[config.mk]
export PLATFORM = sky130hd
export DESIGN_NAME = bump_allocator_with_mark_release
export DESIGN_NICKNAME = d
export VERILOG_FILES = /design/src/hw/rtl/bma_pkg.sv /design/src/hw/rtl/bma_front.sv /design/src/hw/rtl/bma_queue.sv /design/src/hw/rtl/bma_back.sv /design/src/hw/rtl/bump_allocator_with_mark_release.sv
export SDC_FILE = /design/constraint.sdc
export NUM_CORES = 2
export LEC_CHECK = 0
export BUFFER_PORTS_ARGS = -buffer_cell sky130_fd_sc_hd__buf_2
export CORE_MARGIN = 2
export CORE_UTILIZATION = 42
export CTS_BUF_LIST = sky130_fd_sc_hd__clkbuf_4
export CTS_CLUSTER_DIAMETER = 30
export DETAILED_ROUTE_END_ITERATION = 8
export PLACE_DENSITY = 0.62
export SETUP_SLACK_MARGIN = 0.5
export SLEW_MARGIN = 10
export SYNTH_ARGS = -nofsm -noshare
export SYNTH_HDL_FRONTEND = slang
export SYNTH_SLANG_ARGS = --single-unit
[constraint.sdc]
create_clock -name clk -period 17.2 [get_ports clk]
set_input_delay 1.72 -clock clk [delete_from_list [all_inputs] [get_ports clk]]
set_output_delay 1.72 -clock clk [all_outputs]
set_load 0.02 [all_outputs]
[src/hw/rtl/bma_pkg.sv]
`timescale 1ns / 1ps
`default_nettype none
// ----------------------------------------------------------------------------
// bma_pkg
// Shared types and constants of the bump allocator with mark and release.
// ----------------------------------------------------------------------------
package bma_pkg;

  localparam int OFFSET_BITS_DEF = 32;

  localparam int BASE_W     = 48;
  localparam int CAP_W      = 32;
  localparam int BYTES_W    = 32;
  localparam int ALIGN_W    = 17;
  localparam int MASK_W     = 16;
  localparam int MARK_W     = 32;
  localparam int CNT_W      = 64;
  localparam int OPC_W      = 2;
  localparam int STAT_W     = 2;
  localparam int CFG_IDX_W  = 1;
  localparam int CFG_DATA_W = 48;
  localparam int S_TDATA_W  = 88;
  localparam int M_TDATA_W  = 336;

  localparam int QUEUE_DEPTH = 2;

  localparam logic [CAP_W-1:0] CAPACITY_RESET = 32'd65536;

  localparam logic [CFG_IDX_W-1:0] CFG_BASE_ADDRESS    = 1'b0;
  localparam logic [CFG_IDX_W-1:0] CFG_REGION_CAPACITY = 1'b1;

  typedef enum logic [OPC_W-1:0] {
    OP_ALLOC   = 2'd0,
    OP_RESET   = 2'd1,
    OP_RELEASE = 2'd2,
    OP_QUERY   = 2'd3
  } opcode_t;

  typedef enum logic [STAT_W-1:0] {
    ST_OK         = 2'd0,
    ST_REJECT     = 2'd1,
    ST_MARK_RANGE = 2'd2
  } status_t;

  // classified command as held in the queue
  typedef struct packed {
    opcode_t             opcode;
    logic                bad_req;
    logic [MASK_W-1:0]   align_mask;
    logic [BYTES_W-1:0]  bytes;
    logic [MARK_W-1:0]   mark;
  } cmd_t;

  typedef struct packed {
    status_t             status;
    logic [BASE_W-1:0]   block_address;
    logic [CAP_W-1:0]    used_bytes;
    logic [CAP_W-1:0]    remaining_bytes;
    logic [CAP_W-1:0]    peak_bytes;
    logic [CNT_W-1:0]    allocation_count;
    logic [CNT_W-1:0]    rejection_count;
    logic [CNT_W-1:0]    reset_count;
  } result_t;

endpackage
`default_nettype wire

[src/hw/rtl/bma_front.sv]
`timescale 1ns / 1ps
`default_nettype none
// ----------------------------------------------------------------------------
// bma_front
// Accepts request items, checks size and alignment, and pushes commands.
// ----------------------------------------------------------------------------
module bma_front
  import bma_pkg::*;
(
  input  wire logic                  rst,
  input  wire logic                  s_axis_tvalid,
  output logic                       s_axis_tready,
  input  wire logic [S_TDATA_W-1:0]  s_axis_tdata,
  input  wire logic [OPC_W-1:0]      s_axis_tuser,
  input  wire logic                  queue_full,
  output logic                       push,
  output cmd_t                       cmd
);

  logic [BYTES_W-1:0] req_bytes;
  logic [ALIGN_W-1:0] req_align;
  logic [ALIGN_W-1:0] align_dec;
  logic               align_pow2;

  assign req_bytes = s_axis_tdata[BYTES_W-1:0];
  assign req_align = s_axis_tdata[BYTES_W +: ALIGN_W];
  assign align_dec = req_align - ALIGN_W'(1);
  // zero alignment fails the pow2 test as well
  assign align_pow2 = (req_align != '0) && ((req_align & align_dec) == '0);

  assign s_axis_tready = !queue_full && !rst;
  assign push          = s_axis_tvalid && s_axis_tready;

  always_comb begin
    cmd.opcode     = opcode_t'(s_axis_tuser);
    cmd.bad_req    = (req_bytes == '0) || !align_pow2;
    cmd.align_mask = align_dec[MASK_W-1:0];
    cmd.bytes      = req_bytes;
    cmd.mark       = s_axis_tdata[BYTES_W+ALIGN_W +: MARK_W];
  end

endmodule
`default_nettype wire

[src/hw/rtl/bma_queue.sv]
`timescale 1ns / 1ps
`default_nettype none
// ----------------------------------------------------------------------------
// bma_queue
// Short command queue between the front and the back.
// ----------------------------------------------------------------------------
module bma_queue
  import bma_pkg::*;
(
  input  wire logic clk,
  input  wire logic rst,
  input  wire logic push,
  input  cmd_t      push_cmd,
  output logic      full,
  input  wire logic pop,
  output logic      head_valid,
  output cmd_t      head
);

  localparam int PTR_W = (QUEUE_DEPTH > 1) ? $clog2(QUEUE_DEPTH) : 1;
  localparam logic [PTR_W-1:0] LAST_PTR = PTR_W'(QUEUE_DEPTH - 1);

  cmd_t              entries [QUEUE_DEPTH];
  logic [PTR_W-1:0]  wr_ptr;
  logic [PTR_W-1:0]  rd_ptr;
  logic [PTR_W:0]    count;

  assign full       = (count == (PTR_W+1)'(QUEUE_DEPTH));
  assign head_valid = (count != '0);
  assign head       = entries[rd_ptr];

  always_ff @(posedge clk) begin
    if (rst) begin
      wr_ptr <= '0;
      rd_ptr <= '0;
      count  <= '0;
    end else begin
      if (push) begin
        wr_ptr <= (wr_ptr == LAST_PTR) ? '0 : wr_ptr + PTR_W'(1);
      end
      if (pop) begin
        rd_ptr <= (rd_ptr == LAST_PTR) ? '0 : rd_ptr + PTR_W'(1);
      end
      if (push && !pop) begin
        count <= count + (PTR_W+1)'(1);
      end else if (pop && !push) begin
        count <= count - (PTR_W+1)'(1);
      end
    end
  end

  always_ff @(posedge clk) begin
    if (push) begin
      entries[wr_ptr] <= push_cmd;
    end
  end

endmodule
`default_nettype wire

[src/hw/rtl/bma_back.sv]
`timescale 1ns / 1ps
`default_nettype none
// ----------------------------------------------------------------------------
// bma_back
// Executes commands against the offset, peak and counters; holds the
// configuration registers and the output register.
// ----------------------------------------------------------------------------
module bma_back
  import bma_pkg::*;
#(
  parameter int OFFSET_BITS = OFFSET_BITS_DEF
) (
  input  wire logic                   clk,
  input  wire logic                   rst,
  input  wire logic                   cfg_wr_en,
  input  wire logic [CFG_IDX_W-1:0]   cfg_index,
  input  wire logic [CFG_DATA_W-1:0]  cfg_data,
  input  wire logic                   head_valid,
  input  cmd_t                        head,
  output logic                        pop,
  output logic                        out_valid,
  input  wire logic                   out_ready,
  output result_t                     result
);

  // wide enough for offset plus padding plus size without overflow
  localparam int WIDE_W = ((OFFSET_BITS > CAP_W) ? OFFSET_BITS : CAP_W) + 2;

  logic [BASE_W-1:0]       base_address;
  logic [CAP_W-1:0]        region_capacity;

  logic [OFFSET_BITS-1:0]  used_offset, used_offset_next;
  logic [OFFSET_BITS-1:0]  peak_offset, peak_offset_next;
  logic [CNT_W-1:0]        granted_total, granted_total_next;
  logic [CNT_W-1:0]        refused_total, refused_total_next;
  logic [CNT_W-1:0]        reset_total, reset_total_next;
  result_t                 result_next;

  logic [WIDE_W-1:0]       ofs_max_w;
  logic [WIDE_W-1:0]       cap_w;
  logic [WIDE_W-1:0]       used_w;
  logic [WIDE_W-1:0]       aligned_w;
  logic [WIDE_W-1:0]       end_w;
  logic [WIDE_W-1:0]       mark_w;
  logic [WIDE_W-1:0]       used_next_w;
  logic [MASK_W-1:0]       addr_lo;
  logic [MASK_W-1:0]       pad;
  logic                    fits;
  logic [BASE_W-1:0]       grant_addr;

  assign pop = head_valid && (!out_valid || out_ready);

  assign ofs_max_w = WIDE_W'({OFFSET_BITS{1'b1}});
  assign cap_w     = (WIDE_W'(region_capacity) > ofs_max_w) ? ofs_max_w
                                                             : WIDE_W'(region_capacity);
  assign used_w    = WIDE_W'(used_offset);
  assign mark_w    = WIDE_W'(head.mark);

  // padding up to the alignment depends only on the low address bits
  assign addr_lo    = base_address[MASK_W-1:0] + used_w[MASK_W-1:0];
  assign pad        = (~addr_lo + MASK_W'(1)) & head.align_mask;
  assign aligned_w  = used_w + WIDE_W'(pad);
  assign end_w      = aligned_w + WIDE_W'(head.bytes);
  assign fits       = (end_w <= cap_w);
  assign grant_addr = base_address + BASE_W'(aligned_w);

  always_comb begin
    used_offset_next   = used_offset;
    peak_offset_next   = peak_offset;
    granted_total_next = granted_total;
    refused_total_next = refused_total;
    reset_total_next   = reset_total;
    result_next.status        = ST_OK;
    result_next.block_address = '0;
    case (head.opcode)
      OP_ALLOC: begin
        if (head.bad_req || !fits) begin
          result_next.status = ST_REJECT;
          refused_total_next = refused_total + CNT_W'(1);
        end else begin
          used_offset_next   = OFFSET_BITS'(end_w);
          if (OFFSET_BITS'(end_w) > peak_offset) begin
            peak_offset_next = OFFSET_BITS'(end_w);
          end
          granted_total_next        = granted_total + CNT_W'(1);
          result_next.block_address = grant_addr;
        end
      end
      OP_RESET: begin
        used_offset_next = '0;
        reset_total_next = reset_total + CNT_W'(1);
      end
      OP_RELEASE: begin
        if (mark_w > used_w) begin
          result_next.status = ST_MARK_RANGE;
        end else begin
          used_offset_next = OFFSET_BITS'(mark_w);
        end
      end
      default: begin
      end
    endcase
    used_next_w                  = WIDE_W'(used_offset_next);
    result_next.used_bytes       = CAP_W'(used_next_w);
    result_next.remaining_bytes  = (used_next_w >= cap_w) ? '0
                                                          : CAP_W'(cap_w - used_next_w);
    result_next.peak_bytes       = CAP_W'(WIDE_W'(peak_offset_next));
    result_next.allocation_count = granted_total_next;
    result_next.rejection_count  = refused_total_next;
    result_next.reset_count      = reset_total_next;
  end

  always_ff @(posedge clk) begin
    if (rst) begin
      base_address    <= '0;
      region_capacity <= CAPACITY_RESET;
      used_offset     <= '0;
      peak_offset     <= '0;
      granted_total   <= '0;
      refused_total   <= '0;
      reset_total     <= '0;
      out_valid       <= 1'b0;
    end else begin
      if (cfg_wr_en) begin
        case (cfg_index)
          CFG_BASE_ADDRESS:    base_address    <= cfg_data[BASE_W-1:0];
          CFG_REGION_CAPACITY: region_capacity <= cfg_data[CAP_W-1:0];
          default: begin
          end
        endcase
      end
      if (pop) begin
        used_offset   <= used_offset_next;
        peak_offset   <= peak_offset_next;
        granted_total <= granted_total_next;
        refused_total <= refused_total_next;
        reset_total   <= reset_total_next;
        out_valid     <= 1'b1;
      end else if (out_ready) begin
        out_valid <= 1'b0;
      end
    end
  end

  always_ff @(posedge clk) begin
    if (pop) begin
      result <= result_next;
    end
  end

`ifndef SYNTH
  a_peak_covers_used: assert property (@(posedge clk) disable iff (rst)
    used_offset <= peak_offset)
    else $error("used offset above peak");

  a_pop_loads_output: assert property (@(posedge clk) disable iff (rst)
    pop |=> out_valid)
    else $error("executed command left no result");

  a_reset_rewinds: assert property (@(posedge clk) disable iff (rst)
    (pop && head.opcode == OP_RESET) |=>
      (used_offset == '0 && reset_total == $past(reset_total) + CNT_W'(1)))
    else $error("reset op did not rewind and count");

  a_release_sets_mark: assert property (@(posedge clk) disable iff (rst)
    (pop && head.opcode == OP_RELEASE && mark_w <= used_w) |=>
      (result.status == ST_OK && result.used_bytes == $past(head.mark)))
    else $error("release did not rewind to mark");
`endif

endmodule
`default_nettype wire

[src/hw/rtl/bump_allocator_with_mark_release.sv]
`timescale 1ns / 1ps
`default_nettype none
// ----------------------------------------------------------------------------
// bump_allocator_with_mark_release
// Bump-pointer allocator with mark release and usage statistics.
//
// Request items arrive on the s_axis channel (operation in tuser) and each
// produces exactly one result item on the m_axis channel (status in tuser).
// Configuration (base address, capacity) is written through cfg_wr_en,
// cfg_index and cfg_data; the user must write it only while no item is in
// flight, which the block itself does not enforce. An accepted item is
// written to the command queue and, once it pops, its result to the output
// register. Throughput: one item per cycle while results are taken; the
// offset update (pad, add size, compare with capacity) is combinational in
// the execute stage. Reset: offset, peak and counters clear, base address
// goes to zero and capacity to 65536; items are accepted once reset drops.
// When m_axis_tready is low the result register holds, the two-entry
// queue fills, and s_axis_tready drops once it is full.
// ----------------------------------------------------------------------------
module bump_allocator_with_mark_release
  import bma_pkg::*;
#(
  parameter int OFFSET_BITS = OFFSET_BITS_DEF
) (
  input  wire logic                   clk,
  input  wire logic                   rst,
  input  wire logic                   cfg_wr_en,
  input  wire logic [CFG_IDX_W-1:0]   cfg_index,
  input  wire logic [CFG_DATA_W-1:0]  cfg_data,
  input  wire logic                   s_axis_tvalid,
  output logic                        s_axis_tready,
  // request_bytes[31:0], request_alignment[48:32], release_mark[80:49], zeros
  input  wire logic [S_TDATA_W-1:0]   s_axis_tdata,
  // opcode[1:0]
  input  wire logic [OPC_W-1:0]       s_axis_tuser,
  output logic                        m_axis_tvalid,
  input  wire logic                   m_axis_tready,
  // block_address[47:0], used_bytes[79:48], remaining_bytes[111:80],
  // peak_bytes[143:112], allocation_count[207:144], rejection_count[271:208],
  // reset_count[335:272]
  output logic [M_TDATA_W-1:0]        m_axis_tdata,
  // status[1:0]
  output logic [STAT_W-1:0]           m_axis_tuser
);

  logic    queue_full;
  logic    push;
  cmd_t    push_cmd;
  logic    pop;
  logic    head_valid;
  cmd_t    head;
  result_t result;

  bma_front u_front (
    .rst           (rst),
    .s_axis_tvalid (s_axis_tvalid),
    .s_axis_tready (s_axis_tready),
    .s_axis_tdata  (s_axis_tdata),
    .s_axis_tuser  (s_axis_tuser),
    .queue_full    (queue_full),
    .push          (push),
    .cmd           (push_cmd)
  );

  bma_queue u_queue (
    .clk        (clk),
    .rst        (rst),
    .push       (push),
    .push_cmd   (push_cmd),
    .full       (queue_full),
    .pop        (pop),
    .head_valid (head_valid),
    .head       (head)
  );

  bma_back #(
    .OFFSET_BITS (OFFSET_BITS)
  ) u_back (
    .clk        (clk),
    .rst        (rst),
    .cfg_wr_en  (cfg_wr_en),
    .cfg_index  (cfg_index),
    .cfg_data   (cfg_data),
    .head_valid (head_valid),
    .head       (head),
    .pop        (pop),
    .out_valid  (m_axis_tvalid),
    .out_ready  (m_axis_tready),
    .result     (result)
  );

  assign m_axis_tuser = result.status;
  assign m_axis_tdata = {result.reset_count,
                         result.rejection_count,
                         result.allocation_count,
                         result.peak_bytes,
                         result.remaining_bytes,
                         result.used_bytes,
                         result.block_address};

endmodule
`default_nettype wire

==> flow_summary_export.csv <==
group,metric,value,unit
yosys,synth_top_cell_by_area,"edfxtp_1",
detailed_routing,ant_nets,0,
clock_network,cts_sinks,846,
clock_network,cts_resized,0,
die,ios,484,
timing,rsz0062_at_grt,"no",
detailed_routing,dr.pass1.iters,6,
die,fp.dieH,333,um
clock_network,cts_made_buffers,240,
die,die_x,333,um
clock_network,clk_pin_slew,0.06,ns
yosys,syn-num-nets,4943,
detailed_routing,drt_iter0_drc,2850,
cells_and_area,fin_area,0.0526,mm^2
yosys,synth_area,0.0455,mm^2
yosys,synth-simple-area-share,16.6,%
detailed_routing,drc,0,
yosys,synthXorXnorAreaFrac,8.71,%
die,initial_core_util,42.4,%
yosys,syn_inst,4519,
yosys,synth_compound_area_share,11.6,%
yosys,synthMuxAreaShare,3.73,%
cells_and_area,utilization,49.0,%
timing,tightest_slew,1.17,ns
place,gp_routability_congestion,0.938,
detailed_routing,viasPerCell,5.44,
critical_path,critPathKind,"reg -> reg",
critical_path,slowest_stage,"a211oi_1",
global_route,grt_pass1_vias,35300,
yosys,synth-edff-count,504,
timing,fin_setup_tns,0,ns
run,cap_viol_max_count,0,
critical_path,cp-end-kind,"register",
critical_path,start_kind,"register",
yosys,avgSynthCellArea,10.1,um^2
die,std_cell_rows,120,
hold_path,min_path_type,"reg -> reg",
place,placed_area,0.0495,mm^2
die,fp.dieArea,0.111,mm^2
cells_and_area,area_growth,15.6,%
critical_path,worstPathRequired,18.02,ns
critical_path,cpPeakStageDelay,0.70,ns
cells_and_area,final_nets,5544,
yosys,synth_top_family_by_area,"simple AND/OR/NAND/NOR gates",
timing,setup_violations,0,
clock_network,cts_tree,"built",
detailed_routing,vias,36700,
timing,slew_viol_final,0,
yosys,synth_ff_type,"edfxtp_1",
detailed_routing,routed_wl,144,mm
yosys,synth_area_leaders,"edfxtp_1, dfxtp_1, ha_1",
timing,layout_min_cycle_time,14.76,ns
timing,max_freq,0.0677,GHz
clock_network,postCtsHoldBufs,0,
yosys,yosysTopAreaCellShare,33.2,%
clock_network,clkLatencyLatePin,1.15,ns
yosys,ys_seq_area_share,48.3,%
timing,skew,0.118,ns
yosys,synthAdderAreaFrac,7.78,%
run_status,outcome,"finished clean",
cells_and_area,drive_above_1_share,20.4,%
pwr,p_leak,21.1,nW
global_route,grt_max_degree,121,
yosys,ys_seq_elements,846,
pwr,power_density,191,mW/mm^2
yosys,ys_types,90,
cells_and_area,fillers,10300,
die,core_area,0.107,mm^2
global_route,antenna_found_initial,13,
global_route,grt_usage,25.3,%
yosys,yosysWarnings,0,
clock_network,post-cts-setup-buffers,0,
timing,post-route-period-util,85.8,%
place,hpwl,107,mm
place,portBuffers,476,
critical_path,arrival,15.58,ns
clock_network,cts-root-buf,"clkbuf_4",
yosys,ys_async_sr_fraction,0,%
global_route,overflow,0,
pwr,peakVddDrop,0.000190,V
yosys,synth_common_cells,"edfxtp_1, nand2_1, nor2_1, dfxtp_1, a21oi_1",
detailed_routing,wl_per_cell,21.4,um
global_route,grt_pass1_wl,214,mm
timing,hold_ws,0.461,ns
yosys,synthMostInstantiatedCell,"edfxtp_1",
critical_path,crit_fanout,19,
timing,maxSlewHeadroom,21.4,%
clock_network,cts.path.max_buffers,3,
timing,hold_viol_final,0,
clock_network,htree_levels,4,
-- power breakdown --
part / leakage, nW / switching (mW) / internal, mW
registers: 7.61 / 0.189 / 2.69
logic: 11.6 / 3.59 / 1.72
clock network: 1.90 / 0.901 / 0.969
-- cell families (layout without fill, tap and decap cells) --
family                     after synthesis  in the layout
buffers and inverters                  391           1197
and+or+nand+nor                       1550           1550
DFF                                    846            846
AOI/OAI and AO/OA                      841            841
other                                    0             12
adders and majority gates              280            280
xor gates and xnor gates               453            453
muxes                                  158            158
-- placed cells by master (no fill, tap or decap), types with 24 or more instances in the layout --
cell and n:
edfxtp_1 504, buf_2 475, nand2_1 417, nor2_1 402, dfxtp_1 341, clkbuf_4 340
a21oi_1 327, ha_1 275, xnor2_1 253, inv_1 210, xor2_1 200, o21ai_0 160
nand3_1 143, nand4_1 119, mux2_2 93, a21o_1 90, or3_1 89, nor3_1 83
mux2i_1 65, buf_4 61, and3_1 57, nor4_1 54, clkinv_1 53, and2_1 44
clkinv_2 40, a211oi_1 36, nor2b_1 28, o211ai_1 26, o31ai_1 26, nand2b_1 24
-- routing by layer --
layer / vias up / share of wire, % / GRT usage, %
met2: 1270 / 48 / 41.9
met5: - / 0 / 0
met1: 17400 / 41 / 31.3
li1: 17700 / - / -
met3: 283 / 6.3 / 5.01
met4: 0 / 4.8 / 12.9
-- registers in the layout (all words and copies together) (netlist names), named ones only --
| name | flops |
|---|---|
| u_queue.entries | 166 |
| u_back.peak_offset | 32 |
| u_back.base_address | 48 |
| u_back.reset_total | 64 |
| u_back.granted_total | 64 |
| u_back.region_capacity | 32 |
| u_queue.rd_ptr | 1 |
| u_back.out_valid | 1 |
| u_back.refused_total | 64 |
| u_back.used_offset | 32 |
| u_back.result | 338 |
| u_queue.wr_ptr | 1 |
| u_queue.count | 2 |
-- metrics by stage --
step	total power [mW]	setup WS, ns	instances
after floorplan	6.29	4.46	4519
after global placement	8.10	3.10	6281
after detailed placement	8.16	2.85	6281
after CTS	10.1	2.78	6728
after global routing	10.7	1.67	6738
final	10.1	2.44	6740
-- path summary, 6_finish.rpt --
| path | from | end | slack, ns | cells after the start |
|---|---|---|---|---|
| setup reg to reg | u_back.used_offset[0]$_SDFFE_PP0P_ | u_back.result[252]$_SDFFCE_PP0P_ | 2.44 | 51 |
| hold / removal | u_back.base_address[26]$_SDFFE_PP0P_ | u_back.base_address[26]$_SDFFE_PP0P_ | 0.46 | 2 |
| setup / recovery | u_back.used_offset[0]$_SDFFE_PP0P_ | u_back.result[252]$_SDFFCE_PP0P_ | 2.44 | 51 |
| hold reg to reg | u_back.base_address[26]$_SDFFE_PP0P_ | u_back.base_address[26]$_SDFFE_PP0P_ | 0.46 | 2 |
-- critical path: cells and delay by family (launching register included) --
| family | cells | cell delay (ns) |
|---|---|---|
| AO/OA/AOI/OAI | 21 | 5.74 |
| XOR/XNOR | 5 | 1.62 |
| adder cells (fa/ha/maj) | 6 | 2.26 |
| buffers and inverters | 3 | 0.64 |
| flip-flops | 1 | 0.41 |
| AND/OR/NAND/NOR | 16 | 3.76 |
-- final cells by class --
cell class                 count  area [um^2]  area share (%)
antenna                       12         30.0          0.0571
tap                         1403         1760            3.34
inverter                     213          807            1.53
sequential                   846        22000            41.8
timing repair buffer         537         2850            5.42
clock buffer                 340         2550            4.85
multi-input combinational   3282        22100            41.9
clock inverter               107          583            1.11
Power figures use the tool's default switching activity.
